`src/hdl/wcse_pkg.sv`:
```
// shared types and constants of the wheel command safety encoder
`default_nettype none

package wcse_pkg;

    localparam int VALUE_WIDTH_DEF   = 24;
    localparam int FRACTION_BITS_DEF = 8;

    localparam int LIMIT_WIDTH = 15;
    localparam int WORD_WIDTH  = 16;
    localparam int OUT_WIDTH   = 72;

    // register reset values
    localparam logic        MODE_RESET        = 1'b0;
    localparam logic [14:0] SPEED_LIMIT_RESET = 15'd12211;
    localparam logic [14:0] WINDOW_RESET      = 15'd2406;
    localparam logic [7:0]  LOSS_LIMIT_RESET  = 8'd30;

    // rpm to rad/s (pi/30, q.24) and rad/s to rpm*10 (300/pi, q.16)
    localparam int RPM_TO_RAD_Q24      = 1756906;
    localparam int RPM_TO_RAD_BITS     = 21;
    localparam int RPM_TO_RAD_SHIFT    = 24;
    localparam int RAD_TO_RPMX10_Q16   = 6258227;
    localparam int RAD_TO_RPMX10_BITS  = 23;
    localparam int RAD_TO_RPMX10_SHIFT = 16;

    // speed plus steer frame scaling
    localparam int SPEED_MAX    = 300;
    localparam int STEER_MAX    = 90;
    localparam int STEER_SCALE  = 10;
    localparam int STEER_OFFSET = 1000;

    localparam logic [7:0] FRAME_TAG = 8'h01;

    // pipeline depth of one wheel lane, accept to word register
    localparam int LANE_STAGES = 6;

    typedef enum logic [7:0] {
        CFG_COMMAND_MODE      = 8'd0,
        CFG_WHEEL_SPEED_LIMIT = 8'd1,
        CFG_FEEDBACK_WINDOW   = 8'd2,
        CFG_LOSS_LIMIT        = 8'd3
    } cfg_index_t;

    typedef enum logic {
        OP_COMMAND = 1'b0,
        OP_TICK    = 1'b1
    } operation_t;

    // per-tick control that travels beside the wheel lanes
    typedef struct packed {
        logic        stop;
        logic        go;
        logic        stopped;
        logic        timeout;
        logic        clipped;
        logic        mode;
        logic [15:0] steer_speed_word;
        logic [15:0] steer_angle_word;
    } tick_t;

endpackage

`default_nettype wire

```
`src/hdl/wcse_lane.sv`:
```
// one wheel lane: speed limit clamp, feedback window and rpm word conversion
`default_nettype none

module wcse_lane
    import wcse_pkg::*;
#(
    parameter int VALUE_WIDTH   = VALUE_WIDTH_DEF,
    parameter int FRACTION_BITS = FRACTION_BITS_DEF
)
(
    input  wire logic                          clk,
    input  wire logic                          adv,
    input  wire logic signed [VALUE_WIDTH-1:0] target,
    input  wire logic signed [VALUE_WIDTH-1:0] feedback,
    input  wire logic                          window_en,
    input  wire logic [LIMIT_WIDTH-1:0]        speed_limit,
    input  wire logic [LIMIT_WIDTH-1:0]        window,
    output logic                               clip,
    output logic [WORD_WIDTH-1:0]              word
);

    localparam int W   = VALUE_WIDTH;
    localparam int PW1 = W + RPM_TO_RAD_BITS + 1;
    localparam int PW2 = W + 1 + RAD_TO_RPMX10_BITS + 1;
    localparam int SH2 = RAD_TO_RPMX10_SHIFT + FRACTION_BITS;

    localparam logic signed [PW1-1:0] K1 = PW1'(RPM_TO_RAD_Q24);
    localparam logic signed [PW2-1:0] K2 = PW2'(RAD_TO_RPMX10_Q16);
    localparam logic signed [PW1-1:0] HALF1 = PW1'(1) <<< (RPM_TO_RAD_SHIFT - 1);
    localparam logic signed [PW2-1:0] HALF2 = PW2'(1) <<< (SH2 - 1);
    localparam logic signed [PW2-1:0] WMAX = PW2'(32767);
    localparam logic signed [PW2-1:0] WMIN = -WMAX - PW2'(1);

    logic signed [W-1:0]   lim;
    logic signed [W-1:0]   clamped;

    logic signed [W-1:0]   tgt1_reg;
    logic signed [W-1:0]   fb1_reg;
    logic                  en1_reg;
    logic signed [PW1-1:0] prod2_reg;
    logic signed [W-1:0]   tgt2_reg;
    logic                  en2_reg;
    logic signed [W-1:0]   lf3_reg;
    logic signed [W-1:0]   tgt3_reg;
    logic                  en3_reg;
    logic signed [W:0]     tgt4_reg;
    logic signed [PW2-1:0] prod5_reg;
    logic [WORD_WIDTH-1:0] word6_reg;

    logic signed [PW1-1:0] sum3;
    logic signed [PW1-1:0] shift3;
    logic signed [W:0]     lf_ext;
    logic signed [W:0]     win_ext;
    logic signed [W:0]     hi4;
    logic signed [W:0]     lo4;
    logic signed [W:0]     t4;
    logic signed [PW2-1:0] sum6;
    logic signed [PW2-1:0] q6;
    logic [WORD_WIDTH-1:0] word6_next;

    // symmetric speed limit at accept time
    always_comb
    begin
        lim = signed'({{(W - LIMIT_WIDTH){1'b0}}, speed_limit});
        clip = 1'b0;
        clamped = target;
        if (target > lim)
        begin
            clamped = lim;
            clip = 1'b1;
        end
        else if (target < -lim)
        begin
            clamped = -lim;
            clip = 1'b1;
        end
    end

    // round to nearest, ties away from zero: a negative value drops the half by one
    always_comb
    begin
        sum3 = prod2_reg + HALF1 - PW1'(prod2_reg[PW1-1]);
        shift3 = sum3 >>> RPM_TO_RAD_SHIFT;
    end

    always_comb
    begin
        lf_ext = (W + 1)'(lf3_reg);
        win_ext = signed'({{(W + 1 - LIMIT_WIDTH){1'b0}}, window});
        hi4 = lf_ext + win_ext;
        lo4 = lf_ext - win_ext;
        t4 = (W + 1)'(tgt3_reg);
        if (en3_reg)
        begin
            if (t4 > hi4)
                t4 = hi4;
            if (t4 < lo4)
                t4 = lo4;
        end
    end

    always_comb
    begin
        sum6 = prod5_reg + HALF2 - PW2'(prod5_reg[PW2-1]);
        q6 = sum6 >>> SH2;
        if (q6 > WMAX)
            word6_next = 16'h7FFF;
        else if (q6 < WMIN)
            word6_next = 16'h8000;
        else
            word6_next = q6[WORD_WIDTH-1:0];
    end

    always_ff @(posedge clk)
    begin
        if (adv)
        begin
            tgt1_reg  <= clamped;
            fb1_reg   <= feedback;
            en1_reg   <= window_en;
            prod2_reg <= PW1'(fb1_reg) * K1;
            tgt2_reg  <= tgt1_reg;
            en2_reg   <= en1_reg;
            lf3_reg   <= shift3[W-1:0];
            tgt3_reg  <= tgt2_reg;
            en3_reg   <= en2_reg;
            tgt4_reg  <= t4;
            prod5_reg <= PW2'(tgt4_reg) * K2;
            word6_reg <= word6_next;
        end
    end

    assign word = word6_reg;

endmodule

`default_nettype wire

```
`src/hdl/wcse_merge.sv`:
```
// merges the two wheel words with the tick control into the frame register
`default_nettype none

module wcse_merge
    import wcse_pkg::*;
(
    input  wire logic                  clk,
    input  wire logic                  rst_n,
    input  wire logic                  in_valid,
    input  wire tick_t                 info,
    input  wire logic [WORD_WIDTH-1:0] left_word,
    input  wire logic [WORD_WIDTH-1:0] right_word,
    output logic                       adv,
    output logic                       m_axis_tvalid,
    input  wire logic                  m_axis_tready,
    output logic [OUT_WIDTH-1:0]       m_axis_tdata
);

    logic                  out_valid_reg;
    logic [OUT_WIDTH-1:0]  out_data_reg;
    logic [OUT_WIDTH-1:0]  out_data_next;
    logic [WORD_WIDTH-1:0] w2;
    logic [WORD_WIDTH-1:0] w4;

    // the whole pipeline moves while the frame register is empty or draining
    assign adv = !out_valid_reg || m_axis_tready;

    always_comb
    begin
        if (info.stopped)
        begin
            w2 = '0;
            w4 = '0;
        end
        else if (info.mode)
        begin
            w2 = info.steer_speed_word;
            w4 = info.steer_angle_word;
        end
        else
        begin
            w2 = left_word;
            w4 = right_word;
        end
        out_data_next = {6'b0, info.timeout, info.clipped,
                         8'h00, FRAME_TAG, w4, w2,
                         7'b0, info.go, 7'b0, info.stop};
    end

    always_ff @(posedge clk or negedge rst_n)
    begin
        if (!rst_n)
            out_valid_reg <= 1'b0;
        else if (adv)
            out_valid_reg <= in_valid;
    end

    always_ff @(posedge clk)
    begin
        if (adv && in_valid)
            out_data_reg <= out_data_next;
    end

    assign m_axis_tvalid = out_valid_reg;
    assign m_axis_tdata  = out_data_reg;

endmodule

`default_nettype wire

```
`src/hdl/wheel_command_safety_encoder_unit.sv`:
```
// top level of the wheel command safety encoder
`default_nettype none

// Command items update the stored drive state and produce no output; each tick
// item produces one 8-byte wheel command frame plus clipped and timeout flags.
// One item is taken every cycle while the frame register is not held. A frame reaches
// the master side after its tick is accepted through the speed clamp, the
// two wheel lanes (feedback multiply, rounding, window clamp, rpm multiply,
// rounding and saturation) and the frame register. When the frame register is
// held by the downstream side the whole pipeline holds and s_axis_tready drops.
// Configuration writes are always taken (cfg_ready is tied high) and should be
// made only while no tick is in flight.

module wheel_command_safety_encoder_unit
    import wcse_pkg::*;
#(
    parameter int VALUE_WIDTH   = VALUE_WIDTH_DEF,
    parameter int FRACTION_BITS = FRACTION_BITS_DEF
)
(
    input  wire logic                                       clk,
    input  wire logic                                       rst_n,
    input  wire logic                                       s_axis_tvalid,
    output logic                                            s_axis_tready,
    // drive_enable, emergency_brake, park_request, left_command, right_command,
    // left_feedback_rpm, right_feedback_rpm, feedback_valid, zero fill
    input  wire logic [((4 * VALUE_WIDTH + 4 + 7) / 8) * 8 - 1:0] s_axis_tdata,
    // operation
    input  wire logic                                       s_axis_tuser,
    output logic                                            m_axis_tvalid,
    input  wire logic                                       m_axis_tready,
    // payload, was_clipped, timed_out, zero fill
    output logic [OUT_WIDTH-1:0]                            m_axis_tdata,
    input  wire logic                                       cfg_valid,
    output logic                                            cfg_ready,
    input  wire logic [7:0]                                 cfg_index,
    input  wire logic [15:0]                                cfg_data
);

    localparam int W  = VALUE_WIDTH;
    localparam int SW = VALUE_WIDTH + FRACTION_BITS + 5;

    localparam logic signed [SW-1:0] HALF      = SW'(1) <<< (FRACTION_BITS - 1);
    localparam logic signed [SW-1:0] SPD_MAX   = SW'(SPEED_MAX) <<< FRACTION_BITS;
    localparam logic signed [SW-1:0] STR_MAX   = SW'(STEER_MAX) <<< FRACTION_BITS;
    localparam logic signed [SW-1:0] STR_OFS   = SW'(STEER_OFFSET) <<< FRACTION_BITS;
    localparam logic signed [SW-1:0] STR_SCALE = SW'(STEER_SCALE);

    logic                   mode_reg;
    logic [LIMIT_WIDTH-1:0] speed_limit_reg;
    logic [LIMIT_WIDTH-1:0] window_reg;
    logic [7:0]             loss_limit_reg;

    logic [7:0]             loss_reg;
    logic [7:0]             loss_next;
    logic                   stop_reg;
    logic                   stop_next;
    logic                   go_reg;
    logic                   go_next;
    logic signed [W-1:0]    left_tgt_reg;
    logic signed [W-1:0]    left_tgt_next;
    logic signed [W-1:0]    right_tgt_reg;
    logic signed [W-1:0]    right_tgt_next;

    logic                   adv;
    logic                   accept;
    logic                   cfg_accept;
    logic                   op_tick;
    logic                   drive_enable;
    logic                   emergency_brake;
    logic                   park_request;
    logic signed [W-1:0]    left_command;
    logic signed [W-1:0]    right_command;
    logic signed [W-1:0]    left_feedback_rpm;
    logic signed [W-1:0]    right_feedback_rpm;
    logic                   feedback_valid;

    logic [7:0]             loss_inc;
    logic                   timeout;
    logic                   left_clip;
    logic                   right_clip;
    logic                   window_en;
    logic signed [SW-1:0]   spd;
    logic signed [SW-1:0]   str;
    logic signed [SW-1:0]   spd_sum;
    logic signed [SW-1:0]   str_sum;
    tick_t                  tick_info;

    logic [LANE_STAGES-1:0] pipe_valid_reg;
    tick_t                  pipe_info_reg [LANE_STAGES];
    logic [WORD_WIDTH-1:0]  left_word;
    logic [WORD_WIDTH-1:0]  right_word;

    assign accept     = s_axis_tvalid && s_axis_tready;
    assign cfg_ready  = 1'b1;
    assign cfg_accept = cfg_valid && cfg_ready;
    assign s_axis_tready = adv;

    assign op_tick            = (operation_t'(s_axis_tuser) == OP_TICK);
    assign drive_enable       = s_axis_tdata[0];
    assign emergency_brake    = s_axis_tdata[1];
    assign park_request       = s_axis_tdata[2];
    assign left_command       = s_axis_tdata[3 +: W];
    assign right_command      = s_axis_tdata[3 + W +: W];
    assign left_feedback_rpm  = s_axis_tdata[3 + 2 * W +: W];
    assign right_feedback_rpm = s_axis_tdata[3 + 3 * W +: W];
    assign feedback_valid     = s_axis_tdata[3 + 4 * W];

    // loss count saturates at all ones
    assign loss_inc = (loss_reg == 8'hFF) ? loss_reg : loss_reg + 8'd1;
    assign timeout  = loss_inc > loss_limit_reg;

    always_comb
    begin
        loss_next      = loss_reg;
        stop_next      = stop_reg;
        go_next        = go_reg;
        left_tgt_next  = left_tgt_reg;
        right_tgt_next = right_tgt_reg;
        if (accept && !op_tick)
        begin
            loss_next = '0;
            if (!drive_enable || emergency_brake || park_request)
            begin
                stop_next      = 1'b1;
                go_next        = 1'b0;
                left_tgt_next  = '0;
                right_tgt_next = '0;
            end
            else
            begin
                stop_next      = 1'b0;
                go_next        = 1'b1;
                left_tgt_next  = left_command;
                right_tgt_next = right_command;
            end
        end
        else if (accept)
        begin
            loss_next = loss_inc;
            if (timeout)
            begin
                stop_next = 1'b1;
                go_next   = 1'b0;
            end
        end
    end

    // speed plus steer words come from the raw targets, no wheel clamps
    always_comb
    begin
        spd = SW'(left_tgt_reg);
        if (spd > SPD_MAX)
            spd = SPD_MAX;
        if (spd < SW'(0))
            spd = SW'(0);
        str = SW'(right_tgt_reg);
        if (str > STR_MAX)
            str = STR_MAX;
        if (str < -STR_MAX)
            str = -STR_MAX;
        spd_sum = (spd + HALF) >>> FRACTION_BITS;
        str_sum = (str * STR_SCALE + STR_OFS + HALF) >>> FRACTION_BITS;
    end

    assign window_en = !mode_reg && feedback_valid;

    always_comb
    begin
        tick_info.stop             = stop_next;
        tick_info.go               = go_next;
        tick_info.stopped          = stop_next || !go_next;
        tick_info.timeout          = timeout;
        tick_info.clipped          = !mode_reg && (left_clip || right_clip);
        tick_info.mode             = mode_reg;
        tick_info.steer_speed_word = spd_sum[WORD_WIDTH-1:0];
        tick_info.steer_angle_word = str_sum[WORD_WIDTH-1:0];
    end

    always_ff @(posedge clk or negedge rst_n)
    begin
        if (!rst_n)
        begin
            mode_reg        <= MODE_RESET;
            speed_limit_reg <= SPEED_LIMIT_RESET;
            window_reg      <= WINDOW_RESET;
            loss_limit_reg  <= LOSS_LIMIT_RESET;
        end
        else if (cfg_accept)
        begin
            case (cfg_index)
                CFG_COMMAND_MODE:      mode_reg        <= cfg_data[0];
                CFG_WHEEL_SPEED_LIMIT: speed_limit_reg <= cfg_data[LIMIT_WIDTH-1:0];
                CFG_FEEDBACK_WINDOW:   window_reg      <= cfg_data[LIMIT_WIDTH-1:0];
                CFG_LOSS_LIMIT:        loss_limit_reg  <= cfg_data[7:0];
                default:
                begin
                end
            endcase
        end
    end

    always_ff @(posedge clk or negedge rst_n)
    begin
        if (!rst_n)
        begin
            loss_reg       <= '0;
            stop_reg       <= 1'b1;
            go_reg         <= 1'b0;
            left_tgt_reg   <= '0;
            right_tgt_reg  <= '0;
            pipe_valid_reg <= '0;
        end
        else
        begin
            loss_reg      <= loss_next;
            stop_reg      <= stop_next;
            go_reg        <= go_next;
            left_tgt_reg  <= left_tgt_next;
            right_tgt_reg <= right_tgt_next;
            if (adv)
                pipe_valid_reg <= {pipe_valid_reg[LANE_STAGES-2:0], accept && op_tick};
        end
    end

    always_ff @(posedge clk)
    begin
        if (adv)
        begin
            pipe_info_reg[0] <= tick_info;
            for (int i = 1; i < LANE_STAGES; i++)
                pipe_info_reg[i] <= pipe_info_reg[i-1];
        end
    end

    wcse_lane #(
        .VALUE_WIDTH   (VALUE_WIDTH),
        .FRACTION_BITS (FRACTION_BITS)
    ) u_lane_left (
        .clk         (clk),
        .adv         (adv),
        .target      (left_tgt_reg),
        .feedback    (left_feedback_rpm),
        .window_en   (window_en),
        .speed_limit (speed_limit_reg),
        .window      (window_reg),
        .clip        (left_clip),
        .word        (left_word)
    );

    wcse_lane #(
        .VALUE_WIDTH   (VALUE_WIDTH),
        .FRACTION_BITS (FRACTION_BITS)
    ) u_lane_right (
        .clk         (clk),
        .adv         (adv),
        .target      (right_tgt_reg),
        .feedback    (right_feedback_rpm),
        .window_en   (window_en),
        .speed_limit (speed_limit_reg),
        .window      (window_reg),
        .clip        (right_clip),
        .word        (right_word)
    );

    wcse_merge u_merge (
        .clk           (clk),
        .rst_n         (rst_n),
        .in_valid      (pipe_valid_reg[LANE_STAGES-1]),
        .info          (pipe_info_reg[LANE_STAGES-1]),
        .left_word     (left_word),
        .right_word    (right_word),
        .adv           (adv),
        .m_axis_tvalid (m_axis_tvalid),
        .m_axis_tready (m_axis_tready),
        .m_axis_tdata  (m_axis_tdata)
    );

endmodule

`default_nettype wire

```
`config.mk`:
```
export PLATFORM = sky130hd
export DESIGN_NAME = wheel_command_safety_encoder_unit
export DESIGN_NICKNAME = d
export VERILOG_FILES = /design/src/hdl/wcse_pkg.sv /design/src/hdl/wcse_lane.sv /design/src/hdl/wcse_merge.sv /design/src/hdl/wheel_command_safety_encoder_unit.sv
export SDC_FILE = /design/constraint.sdc
export NUM_CORES = 2
export LEC_CHECK = 0
export BUFFER_PORTS_ARGS = -buffer_cell sky130_fd_sc_hd__buf_2
export CAP_MARGIN = 10
export CORE_MARGIN = 10
export CORE_UTILIZATION = 40
export DETAILED_ROUTE_END_ITERATION = 8
export PLACE_DENSITY_LB_ADDON = 0.08
export SYNTH_ARGS = -nofsm -noshare
export SYNTH_HDL_FRONTEND = slang
export SYNTH_HIERARCHICAL = 1
export SYNTH_SLANG_ARGS = --single-unit
```
`constraint.sdc`:
```
create_clock -name clk -period 73.8 [get_ports clk]
set_clock_uncertainty 0.05 [all_clocks]
set_input_delay 14.76 -clock clk [delete_from_list [all_inputs] [get_ports clk]]
set_output_delay 14.76 -clock clk [all_outputs]
set_load 0.01 [all_outputs]
```
==> impl_metrics.env <==
export IMPL_synth_edf_count=774
export IMPL_vias=61074
export IMPL_hold_ws_ps=364
export IMPL_synthXorXnorAreaFrac_pct=4.12
export IMPL_via_per_inst=4.98
export IMPL_rsz0062_at_grt="no"
export IMPL_slew_violations=0
export IMPL_routed_wl_um=243000
export IMPL_cts_setup_buffers=0
export IMPL_largest_reg_flops=228
export IMPL_worstHoldStart="u_lane_right/tgt2_reg[22]"
export IMPL_regArea_um2=25900
export IMPL_worst_setup_path_end_kind="primary output"
export IMPL_hold_class="register to register"
export IMPL_path_clk_slew_ps=60
export IMPL_drive_gt1_share_pct=6.77
export IMPL_first_iter_violations=3310
export IMPL_timing_rr_start="window_reg[1]"
export IMPL_drcViolationCount=0
export IMPL_crit_required_ps=58990
export IMPL_nNetsFinal=11455
export IMPL_syn_area_per_cell_um2=10.7
export IMPL_synth_top_flop_cell="edfxtp_1"
export IMPL_cts_tree="built"
export IMPL_cts_buffers=111
export IMPL_grt_pass1_vias=64875
export IMPL_yosysSeqAreaShare_pct=27.3
export IMPL_cts_root_buffer="clkbuf_16"
export IMPL_die_area_um2=257000
export IMPL_synthCells=8849
export IMPL_cts_buffer_depth=3
export IMPL_hold_viol_final=0
export IMPL_synth_seq_cells=878
export IMPL_cp_start_kind="input port"
export IMPL_async_flop_share_pct=11.8
export IMPL_status="finished clean"
export IMPL_fmax_mhz=33.1
export IMPL_areaGrowthSynthToFinish_pct=8.42
export IMPL_fp_dieW_um=507
export IMPL_hpwl_um=206000
export IMPL_synth_top_family_by_area="adder cells"
export IMPL_path_max_fanout=19
export IMPL_start_util_pct=40.2
export IMPL_grt_overflow_total=0
export IMPL_grt_usage_pct=18.9
export IMPL_holdPathEnd="u_lane_right/tgt3_reg[22]"
export IMPL_maxCapViolCount=0
export IMPL_synth_top_cell_area_share_pct=24.5
export IMPL_worst_pin_slew_ps=1070
export IMPL_final_common_cell="inv_1"
export IMPL_grt_pass1_wl_um=382000
export IMPL_yosysWarnings=6
export IMPL_reg2reg_to="u_lane_right/tgt4_reg[22]"
export IMPL_clkLatencyLatePin_ps=760
export IMPL_ant_nets=0
export IMPL_coreArea_um2=236000
export IMPL_clock_sinks=878
export IMPL_rr_worst_depth=34
export IMPL_htreeDepth=3
export IMPL_period_share_pct=40.9
export IMPL_die_height_um=507
export IMPL_synthAdderAreaFrac_pct=39.4
export IMPL_synth_area_leader_cell="edfxtp_1"
export IMPL_tns_ps=0
export IMPL_whs_path_depth=0
export IMPL_antenna_found_initial=16
export IMPL_synth_simple_area_share_pct=7.17
export IMPL_synth_cell_area_um2=94800
export IMPL_path_class="input port to primary output"
export IMPL_post_cts_resize_count=0
export IMPL_synth_compound_area_share_pct=11.5
export IMPL_rows=178
export IMPL_gp_congestion=0.895
export IMPL_multi_input_area_um2=60800
export IMPL_fillers=22767
export IMPL_ys_types=145
export IMPL_yosys_mux_area_fraction_pct=1.74
export IMPL_hold_buffers=0
export IMPL_layout_common_cells="inv_1, ha_1, fa_1"
export IMPL_critical_path_arrival_ps=15400
export IMPL_yosys_top_cells_area="edfxtp_1, fa_1, ha_1"
export IMPL_grt_max_degree=187
export IMPL_routedWlPerCell_um=19.8
export IMPL_io_buffers=166
export IMPL_r2r_setup_slack_ps=63680
export IMPL_fin_crit_ps=30210
export IMPL_setup_violations=0
export IMPL_dr_pass1_iters=7
export IMPL_relSlewSlack_pct=27.0
export IMPL_ios=209
## layout make-up
class,instances,share of cell area (%)
clock buffers,136,2.83
multi-input cells,5907,59.2
flip-flops and latches,878,25.2
well taps,3150,3.83
inverters,1890,6.90
diodes,8,0.0195
clock inverters,74,0.890
repair buffers,215,1.18
## logic make-up after synthesis
family / after synthesis
xor gates and xnor gates: 444
AOI/OAI and AO/OA: 1588
and+or+nand+nor: 1357
other: 4
buffers and inverters: 2104
muxes: 155
adders and majority gates: 2319
DFF: 878
## metal layers
layer / part of all wire (%) / wire length [um] / GRT usage, %
met5: 0.029 / 70 / 0
met4: 2.9 / 6920 / 5.42
met3: 3.2 / 7780 / 2.02
met2: 47 / 114000 / 31.4
met1: 47 / 114000 / 26.0
## synth_stat cells (60+ instances only)
master,instances
nand3_1,124
fa_1,1112
mux2i_1,91
nor2b_1,68
a21oi_1,422
nand2_1,335
edfxtp_1,774
o21bai_1,60
and3_1,62
nor3_1,91
o21ai_0,244
dfrtp_1,83
nor2_1,333
o21a_1,102
nand4_1,76
a21o_1,234
inv_1,1887
ha_1,1206
xnor2_1,316
mux2_2,61
clkbuf_1,120
xor2_1,126
## stage by stage
stage | cell area [um2] | utilization (%) | std cells | setup WS [ps]
6_report | 103000 | 43.6 | 12258 | 43590
5_1_grt | 103000 | 43.6 | 12256 | 43530
4_1_cts | 103000 | 43.6 | 12250 | 43540
3_5_place_dp | 98900 | 42.0 | 12040 | 43540
3_3_place_gp | 98900 | 42.0 | 12039 | 43540
2_1_floorplan | 94900 | - | 8889 | 26560
## worst max-delay path by stage
stage	startpoint	end	depth (start not counted)	slack (ps)
after global placement	m_axis_tready	s_axis_tready	3	43540
final	m_axis_tready	s_axis_tready	3	43590
after detailed placement	m_axis_tready	s_axis_tready	3	43540
after floorplan	m_axis_tready	s_axis_tready	1	26560
after global routing	m_axis_tready	s_axis_tready	3	43530
after CTS	m_axis_tready	s_axis_tready	3	43540
## critical path: stages
cell,delay [ps]
buf_2,70
nand2b_4,270
buf_2,280
Power is not shown: default switching activity piles up to over one toggle a cycle in this logic, so the estimate is an artifact.
